<file path="src/hw/rtl/fspa_pkg.sv">
// fspa_pkg: types, codes and sizes shared by the fixed slot pool allocator
// no dependencies; fspa_ctrl, fspa_dp and the top level use it by scoped names
`default_nettype none

package fspa_pkg;

  // pool limits
  localparam int unsigned MAX_SLOTS      = 256;
  localparam int unsigned MAX_SLOT_WORDS = 4096;

  // field widths
  localparam int unsigned CNT_W  = 9;   // slot counts, 0 .. MAX_SLOTS
  localparam int unsigned WRD_W  = 13;  // words per slot
  localparam int unsigned OFF_W  = 20;  // word offsets
  localparam int unsigned STAT_W = 3;
  localparam int unsigned ADDR_W = $clog2(MAX_SLOTS);
  localparam int unsigned EXT_W  = CNT_W + WRD_W;
  localparam int unsigned CIDX_W = 2;

  // input operation codes
  localparam logic OP_ALLOC = 1'b0;
  localparam logic OP_FREE  = 1'b1;

  // configuration register indexes
  localparam logic [CIDX_W-1:0] CFG_SLOT_COUNT = 2'd0;
  localparam logic [CIDX_W-1:0] CFG_SLOT_WORDS = 2'd1;

  // result status codes
  typedef enum logic [STAT_W-1:0] {
    STAT_OK        = 3'd0,
    STAT_NULL      = 3'd1,
    STAT_EXHAUSTED = 3'd2,
    STAT_RANGE     = 3'd3,
    STAT_NONE      = 3'd4
  } status_e;

  // controller states
  typedef enum logic {
    CTRL_IDLE = 1'b0,
    CTRL_POP  = 1'b1
  } ctrl_state_e;

  // controller to datapath commands
  typedef struct packed {
    logic accept;     // input word taken this edge
    logic load_pop;   // finish an allocate from the stack read
    logic cfg_write;  // configuration word taken this edge
  } dp_cmd_t;

  // datapath to controller status
  typedef struct packed {
    logic needs_pop;  // the word at the input is an allocate that pops
  } dp_sts_t;

endpackage

`default_nettype wire

</file>
<file path="src/hw/rtl/fspa_ctrl.sv">
// fspa_ctrl: handshake controller of the slot pool allocator
// depends on fspa_pkg; drives the datapath through dp_cmd_t, reads dp_sts_t
`default_nettype none

module fspa_ctrl (
  input  logic             clk_i,
  input  logic             rst_ni,
  input  logic             in_valid_i,
  output logic             in_ready_o,
  output logic             out_valid_o,
  input  logic             out_ready_i,
  input  logic             cfg_valid_i,
  output logic             cfg_ready_o,
  output fspa_pkg::dp_cmd_t cmd_o,
  input  fspa_pkg::dp_sts_t sts_i
);

  fspa_pkg::ctrl_state_e state_q, state_d;
  logic out_valid_q, out_valid_d;
  logic in_acc;

  // input taken only when idle, with no config word waiting, and the output
  // register free or draining
  assign in_ready_o  = (state_q == fspa_pkg::CTRL_IDLE) && !cfg_valid_i &&
                       (!out_valid_q || out_ready_i);
  assign in_acc      = in_valid_i && in_ready_o;
  assign cfg_ready_o = (state_q == fspa_pkg::CTRL_IDLE);
  assign out_valid_o = out_valid_q;

  // next state
  always_comb begin
    state_d = state_q;
    unique case (state_q)
      fspa_pkg::CTRL_IDLE: begin
        if (in_acc && sts_i.needs_pop) begin
          state_d = fspa_pkg::CTRL_POP;
        end
      end
      fspa_pkg::CTRL_POP: begin
        state_d = fspa_pkg::CTRL_IDLE;
      end
      default: state_d = fspa_pkg::CTRL_IDLE;
    endcase
  end

  // commands and output valid
  always_comb begin
    cmd_o           = '0;
    cmd_o.accept    = in_acc;
    cmd_o.cfg_write = cfg_valid_i && cfg_ready_o;
    out_valid_d     = out_valid_q;
    if (out_ready_i) begin
      out_valid_d = 1'b0;
    end
    unique case (state_q)
      fspa_pkg::CTRL_IDLE: begin
        if (in_acc && !sts_i.needs_pop) begin
          out_valid_d = 1'b1;
        end
      end
      fspa_pkg::CTRL_POP: begin
        cmd_o.load_pop = 1'b1;
        out_valid_d    = 1'b1;
      end
      default: ;
    endcase
  end

  // state registers
  always_ff @(posedge clk_i or negedge rst_ni) begin
    if (!rst_ni) begin
      state_q     <= fspa_pkg::CTRL_IDLE;
      out_valid_q <= 1'b0;
    end else begin
      state_q     <= state_d;
      out_valid_q <= out_valid_d;
    end
  end

  // output register is empty while a pop is finishing
  assert property (@(posedge clk_i) disable iff (!rst_ni)
    (state_q == fspa_pkg::CTRL_POP) |-> !out_valid_q)
    else $error("output register busy during pop");

  // a pop always ends, back in idle with a result registered in the next cycle
  assert property (@(posedge clk_i) disable iff (!rst_ni)
    (state_q == fspa_pkg::CTRL_POP) |=> (state_q == fspa_pkg::CTRL_IDLE) && out_valid_q)
    else $error("pop did not complete");

  // a request word and a config word never land on the same edge
  assert property (@(posedge clk_i) disable iff (!rst_ni)
    !(in_acc && cmd_o.cfg_write))
    else $error("request taken together with config write");

endmodule

`default_nettype wire

</file>
<file path="config.mk">
export PLATFORM = sky130hd
export DESIGN_NAME = fspa_ctrl
export DESIGN_NICKNAME = d
export VERILOG_FILES = /design/src/hw/rtl/fspa_pkg.sv /design/src/hw/rtl/fspa_ctrl.sv
export SDC_FILE = /design/constraint.sdc
export NUM_CORES = 1
export LEC_CHECK = 0
export ABC_AREA = 1
export BUFFER_PORTS_ARGS = -buffer_cell sky130_fd_sc_hd__buf_2
export CORE_AREA = 5 5 42 44
export CTS_CLUSTER_SIZE = 40
export DETAILED_ROUTE_END_ITERATION = 8
export DIE_AREA = 0 0 47 49
export SKIP_LAST_GASP = 1
export SLEW_MARGIN = 20
export SYNTH_ARGS = -nofsm -noshare
export SYNTH_HDL_FRONTEND = slang
export SYNTH_SLANG_ARGS = --single-unit
</file>
<file path="constraint.sdc">
create_clock -name clk_i -period 2.1 [get_ports clk_i]
set_input_delay 0.63 -clock clk_i [delete_from_list [all_inputs] [get_ports clk_i]]
set_output_delay 0.63 -clock clk_i [all_outputs]
set_load 0.02 [all_outputs]
</file>
==> summary.txt, run 1 <==
Synth
  • Net Count, Synth: 25
  • Commonest cells post-synth: 6 x inv_1, 2 x buf_4, 2 x dfrtp_1, 2 x nand2_1, 2 x nor2_1
  • Main synth FF type: dfrtp_1
  • Top-area cell type share of the netlist area: 36.7%
  • Cell Area, Synth: between 100 and 150 µm²
  • Ys Warns: 0
  • Yosys reg bits: 2
  • Ranking of synthesized cells by area: dfrtp_1 37%, inv_1 17%, buf_4 11%, nor3_2 7.3%, nand2_1 5.5%
  • Biggest area consumer among synthesized cells: dfrtp_1
  • Yosys cell types: 10
  • Most frequent cell after synthesis: inv_1
  • Sequential cell area fraction in the yosys report: between 30% and 40%
  • Post-synth ARST share: between 90% and 100%
  • EDFF count, synth: 0
  • Mean Syn Cell Area: ~7 µm²
  • Synthesized instance count: 19

Timing
  • Count of final hold-check violations: 0
  • Final setup vio count: 0
  • RSZ-0062 raised after global routing: no
  • Fin. max-slew vios: 0
  • Max Fclk: 0.546 GHz
  • Final Critical Period: around 1800 ps
  • Slew HR: 89.8%
  • Clk_skew: roughly 0.78 ps
  • Final TNS setup: 0 ps
  • Part of the cycle the worst path needs: 87.3%
  • Slew at the pin closest to its max-slew limit: 153 ps

Routing
  • Routed len/inst: between 7 and 8 µm
  • Top Metal Used: met4
  • Vias/cell: 3.13
  • DRT iter0 DRCs: 0
  • Routed vias: around 150
  • Total Wirelength: around 350 µm
  • Drt drc: 0
  • Routed length on met1: 96 µm
  • First drt pass iteration count: 1
  • Antenna-violating nets left: 0
  • Met2 WL post-DR: ~190 µm
  • Metal3 WL: 45 µm

Worst setup path
  • Reg-to-Reg Start: state_q
  • Reg2reg end: state_q
  • Worst setup EP type: output port
  • R2R cell count: 3
  • Setup crit start: cfg_valid_i
  • Crit path kind: input pin to output port
  • CP Launch Type: input pin
  • Critical path data required time: between 1000 and 1500 ps
  • Max FO, Critical Path: 3
  • Arr. time, crit path: about 1200 ps
  • Worst R2R Setup Slack: about 1300 ps

Floorplanning
  • Core ar.: ~1400 µm²
  • Effective utilization at floorplan: between 9 and 10%
  • Die area: roughly 2300 µm²
  • Site Rows: 14
  • Die Y-Extent: 49 µm
  • Die W: around 47 µm
  • IO Pins: 12

GRT
  • Vias in the first global route: roughly 160
  • Initial antenna violation count: 0
  • Congestion Overflow GR: 0
  • Global-route wire length before repair: ~570 µm
  • GRT Util Overall: under 10%
  • Largest net degree at the start of global routing: 6

Clocking
  • CTS root buf: clkbuf_4
  • Maximum clock path buffer count: 2
  • Clock slew at reported path FFs: 30 ps
  • CTS resizes: 0
  • Hold-fix buffers at CTS: 0
  • CTS tree: yes
  • Number of post-CTS setup repair buffers: 0
  • Clock sink count: 2
  • CTS H-tree lvls: 1
  • Clock Latency Late Sink: roughly 220 ps
  • CTS buffer count: 3

Placed design
  • Routability-driven placement congestion ratio: between 0.6 and 0.7
  • Placed insts: between 40 and 50
  • Detailed-placement wirelength estimate: roughly 280 µm
  • I/O Buffers: 11

Hold path
  • Min-delay worst type: input pin to asynchronous set/reset pin

Finish
  • Post-layout net count: 39
  • Share of cells above drive strength 1: a little over half
  • Area grow syn2layout: 60.6%
  • Finished Layout Cells: 47
  • Ant diodes: 0
  • Fin util: 15.6%

Pwr
  • VDD IR max: between 0.1 and 0.15 mV
  • Pwr dens: between 700 and 800 nW/µm²
  • LEAKAGE: about 0.13 nW

Flow run
  • Max Cap Viol: 0

Run status
  • Status: finished clean
-- metal layers --
metal,track usage (%),vias up
met4,9.68,0
met1,2.64,59
met5,0,-
li1,-,77
met3,1.11,2
met2,5.66,9
-- stage by stage --
step / power [mW] / hold WS, ps / setup WS, ps / cell area [µm²]
3_5_place_dp: 0.0838 / 418 / 272 / 196
6_report: 0.169 / 183 / 267 / 219
2_1_floorplan: 0.0712 / 334 / 438 / 136
3_3_place_gp: 0.0833 / 416 / 268 / 196
5_1_grt: 0.189 / 167 / 201 / 219
4_1_cts: 0.176 / 175 / 262 / 219
-- critical path: stages --
cell	delay, ps
buf_2	110
nor2_2	130
nand2_2	90
nor2_1	80
buf_2	170
-- area by class of cell --
type | instances | area, µm²
fill | 169 | 1180
timing repair buffer | 11 | 55.1
sequential | 2 | 50.0
multi-input combinational | 9 | 48.8
clock buffer | 3 | 22.5
inverter | 6 | 22.5
tap | 16 | 20.0
-- flip-flops by register name (all words and copies together), names as in the netlist --
name and cells:
out_valid_o 1, state_q 1
-- cell usage in the layout, fill, tap and decap left out --
cell | netlist | layout
buf_2 | 0 | 11
inv_1 | 6 | 6
clkbuf_4 | 0 | 3
nand2_1 | 2 | 2
nor2_1 | 2 | 2
dfrtp_1 | 2 | 2
nor2_2 | 1 | 1
nand2_2 | 1 | 1
nor3_2 | 1 | 1
nand4_1 | 1 | 1
a21oi_1 | 1 | 1
-- worst max path at each step --
| stage | slack, ps | depth (start not counted) | to |
|---|---|---|---|
| 2_1_floorplan | 440 | 4 | cmd_o[2] |
| 3_5_place_dp | 270 | 5 | cmd_o[2] |
| 6_report | 270 | 5 | cmd_o[2] |
| 3_3_place_gp | 270 | 5 | cmd_o[2] |
| 4_1_cts | 260 | 5 | cmd_o[2] |
| 5_1_grt | 200 | 5 | cmd_o[2] |
-- logic make-up (layout without fill, tap and decap cells) --
| kind of cell | count (synthesis) | in the layout | share of synthesized area, % |
|---|---|---|---|
| compound gates | 1 | 1 | 3.67 |
| flops | 2 | 2 | 36.7 |
| simple gates | 8 | 8 | 32.1 |
| buf+inv | 8 | 20 | 27.5 |
-- power by group --
group,total (mW),switching (mW),internal [mW],leakage (nW)
Clock,0.0863,0.0231,0.0632,0.0138
Combinational,0.0380,0.0241,0.0139,0.0947
Sequential,0.0449,0.00268,0.0422,0.0262
Total,0.169,0.0499,0.119,0.135
(Power assumes the default switching activity.)
==> run 2, diff against run 1 <==
- CELL_PAD_IN_SITES_DETAIL_PLACEMENT: unset -> 0
- CELL_PAD_IN_SITES_GLOBAL_PLACEMENT: unset -> 1
- PLACE_DENSITY_LB_ADDON: unset -> 0.1
==> run 2 against run 1 <==
Highest routed layer is now met3. Total power shrank 1.9%. Critical endpoint unchanged. Largest cell class unchanged. Sequential share of layout area did not move. Hold slack improved by 2.2 ps.
==> summary.txt, run 2 (synthesis results as in run 1) <==
Finish
  • Most frequent cells in the layout: 11 x buf_2, 6 x inv_1, 3 x clkbuf_4
  • Ant diodes: 0 (unchanged)
  • Fin util: 15.6% (unchanged)
  • Most common cell after layout, fill and taps aside: buf_2
  • Post-layout net count: 39 (unchanged)
  • Area grow syn2layout: 60.6% (unchanged)
  • Share of cells above drive strength 1: 54.8% (unchanged)
  • Fillers: 175 (+3.6%)

GRT
  • Global-route wire length before repair: 538 µm (-4.8%)
  • GRT Util Overall: 3.52% (-0.77 points)
  • Vias in the first global route: 154 (-3.1%)
  • Congestion Overflow GR: 0 (unchanged)
  • Initial antenna violation count: 0 (unchanged)
  • Largest net degree at the start of global routing: 6 (unchanged)

Timing
  • Final Critical Period: 1830 ps (-3.93 ps)
  • Min Hold Slack: 185 ps (+2.15 ps)
  • Final setup vio count: 0 (unchanged)
  • Slew at the pin closest to its max-slew limit: 164 ps (+11.6 ps)
  • Count of final hold-check violations: 0 (unchanged)
  • Slew HR: 89.0% (-0.77 points)
  • Fin. max-slew vios: 0 (unchanged)
  • Part of the cycle the worst path needs: 87.1% (-0.19 points)
  • RSZ-0062 raised after global routing: no
  • Final TNS setup: 0 ps (unchanged)
  • Max Fclk: 0.547 GHz (+0.21%)
  • Clk_skew: 2.60 ps (+1.82 ps)

Clocking
  • Clock sink count: 2 (unchanged)
  • CTS buffer count: 3 (unchanged)
  • Number of post-CTS setup repair buffers: 0 (unchanged)
  • Clock slew at reported path FFs: 30 ps (about the same)
  • Maximum clock path buffer count: 2 (unchanged)
  • Hold-fix buffers at CTS: 0 (unchanged)
  • CTS tree: yes
  • CTS root buf: clkbuf_4
  • CTS H-tree lvls: 1 (unchanged)
  • Clock Latency Late Sink: 220 ps (about the same)
  • CTS resizes: 0 (unchanged)

Routing
  • First drt pass iteration count: 2 (+1)
  • Vias/cell: 3.17 (+1.4%)
  • Routed len/inst: 7.57 µm (+2.6%)
  • Drt drc: 0 (unchanged)
  • Routed vias: 149 (+1.4%)
  • Antenna-violating nets left: 0 (unchanged)
  • DRT iter0 DRCs: 1 (+1)
  • Total Wirelength: 356 µm (+2.6%)

Floorplanning
  • Die Y-Extent: 49 µm (unchanged)
  • IO Pins: 12 (unchanged)
  • Core ar.: 1400 µm² (unchanged)
  • Effective utilization at floorplan: 9.73% (unchanged)
  • Die area: 2300 µm² (unchanged)
  • Die W: 47 µm (unchanged)
  • Site Rows: 14 (unchanged)

Worst setup path
  • CP Launch Type: input pin
  • Critical path data required time: 1470 ps (about the same)
  • Critical path's slowest cell: buf_2
  • Arr. time, crit path: 1200 ps (about the same)
  • Crit path kind: input pin to output port
  • Max FO, Critical Path: 3 (unchanged)
  • Most used cell, CP: buf_2
  • CP cell instances: buf_2 > nor2_2 > nand2_2 > nor2_1 > buf_2
  • Worst setup EP type: output port
  • Worst stage delay on the critical path: 170 ps (about the same)

Pwr
  • Pwr dens: 758 nW/µm² (-1.9%)
  • VDD IR max: 0.160 mV (+57%)
  • LEAKAGE: 0.135 nW (unchanged)

Run status
  • Status: finished clean

Placed design
  • I/O Buffers: 11 (unchanged)
  • Routability-driven placement congestion ratio: 0.672 (+5.8%)

Flow run
  • Max Cap Viol: 0 (unchanged)

Hold path
  • Min-delay worst type: input pin to asynchronous set/reset pin
run 2: layout make-up:
class	count	area, µm²	share of cell area (%)
multi-input combinational	9	48.8	22.3
sequential	2	50.0	22.9
inverter	6	22.5	10.3
clock buffer	3	22.5	10.3
tap	16	20.0	9.14
timing repair buffer	11	55.1	25.1
run 2: report_power, final:
part           total [mW]  internal, mW  switching, mW
Combinational      0.0378        0.0139         0.0239
Clock              0.0830        0.0629         0.0201
Sequential         0.0451        0.0422        0.00292
Total               0.166         0.119         0.0469
run 2: metal layers:
| layer | global-route usage (%) | vias up | wire, µm |
|---|---|---|---|
| li1 | - | 78 | - |
| met3 | 2.21 | 0 | 33 |
| met1 | 3.30 | 65 | 145 |
| met2 | 5.20 | 6 | 178 |
| met5 | 0 | - | 0 |
| met4 | 2.76 | 0 | 0 |
run 2: through the flow:
stage,power (mW),worst slack (ps),cells,area (µm²)
2_1_floorplan,0.0712,438,19,136
4_1_cts,0.174,257,47,219
3_5_place_dp,0.0843,265,44,196
3_3_place_gp,0.0845,266,44,196
6_report,0.166,271,47,219
5_1_grt,0.182,223,47,219
run 2: worst max-delay path, delay by kind of cell:
| family | cells | cell delay [ps] |
|---|---|---|
| buf+inv | 2 | 280 |
| simple gates | 3 | 290 |
run 2: final timing paths:
path | from | end | slack (ps) | depth (start not counted)
worst max-delay path | cfg_valid_i | cmd_o[2] | 270 | 5
worst min-delay path | rst_ni | out_valid_o | 190 | 1
worst max register to register | state_q | state_q | 1290 | 3
worst min register to register | out_valid_o | out_valid_o | 520 | 2
max in group asynchronous | rst_ni | state_q | 1820 | 1
min in group clk_i | out_valid_o | out_valid_o | 520 | 2
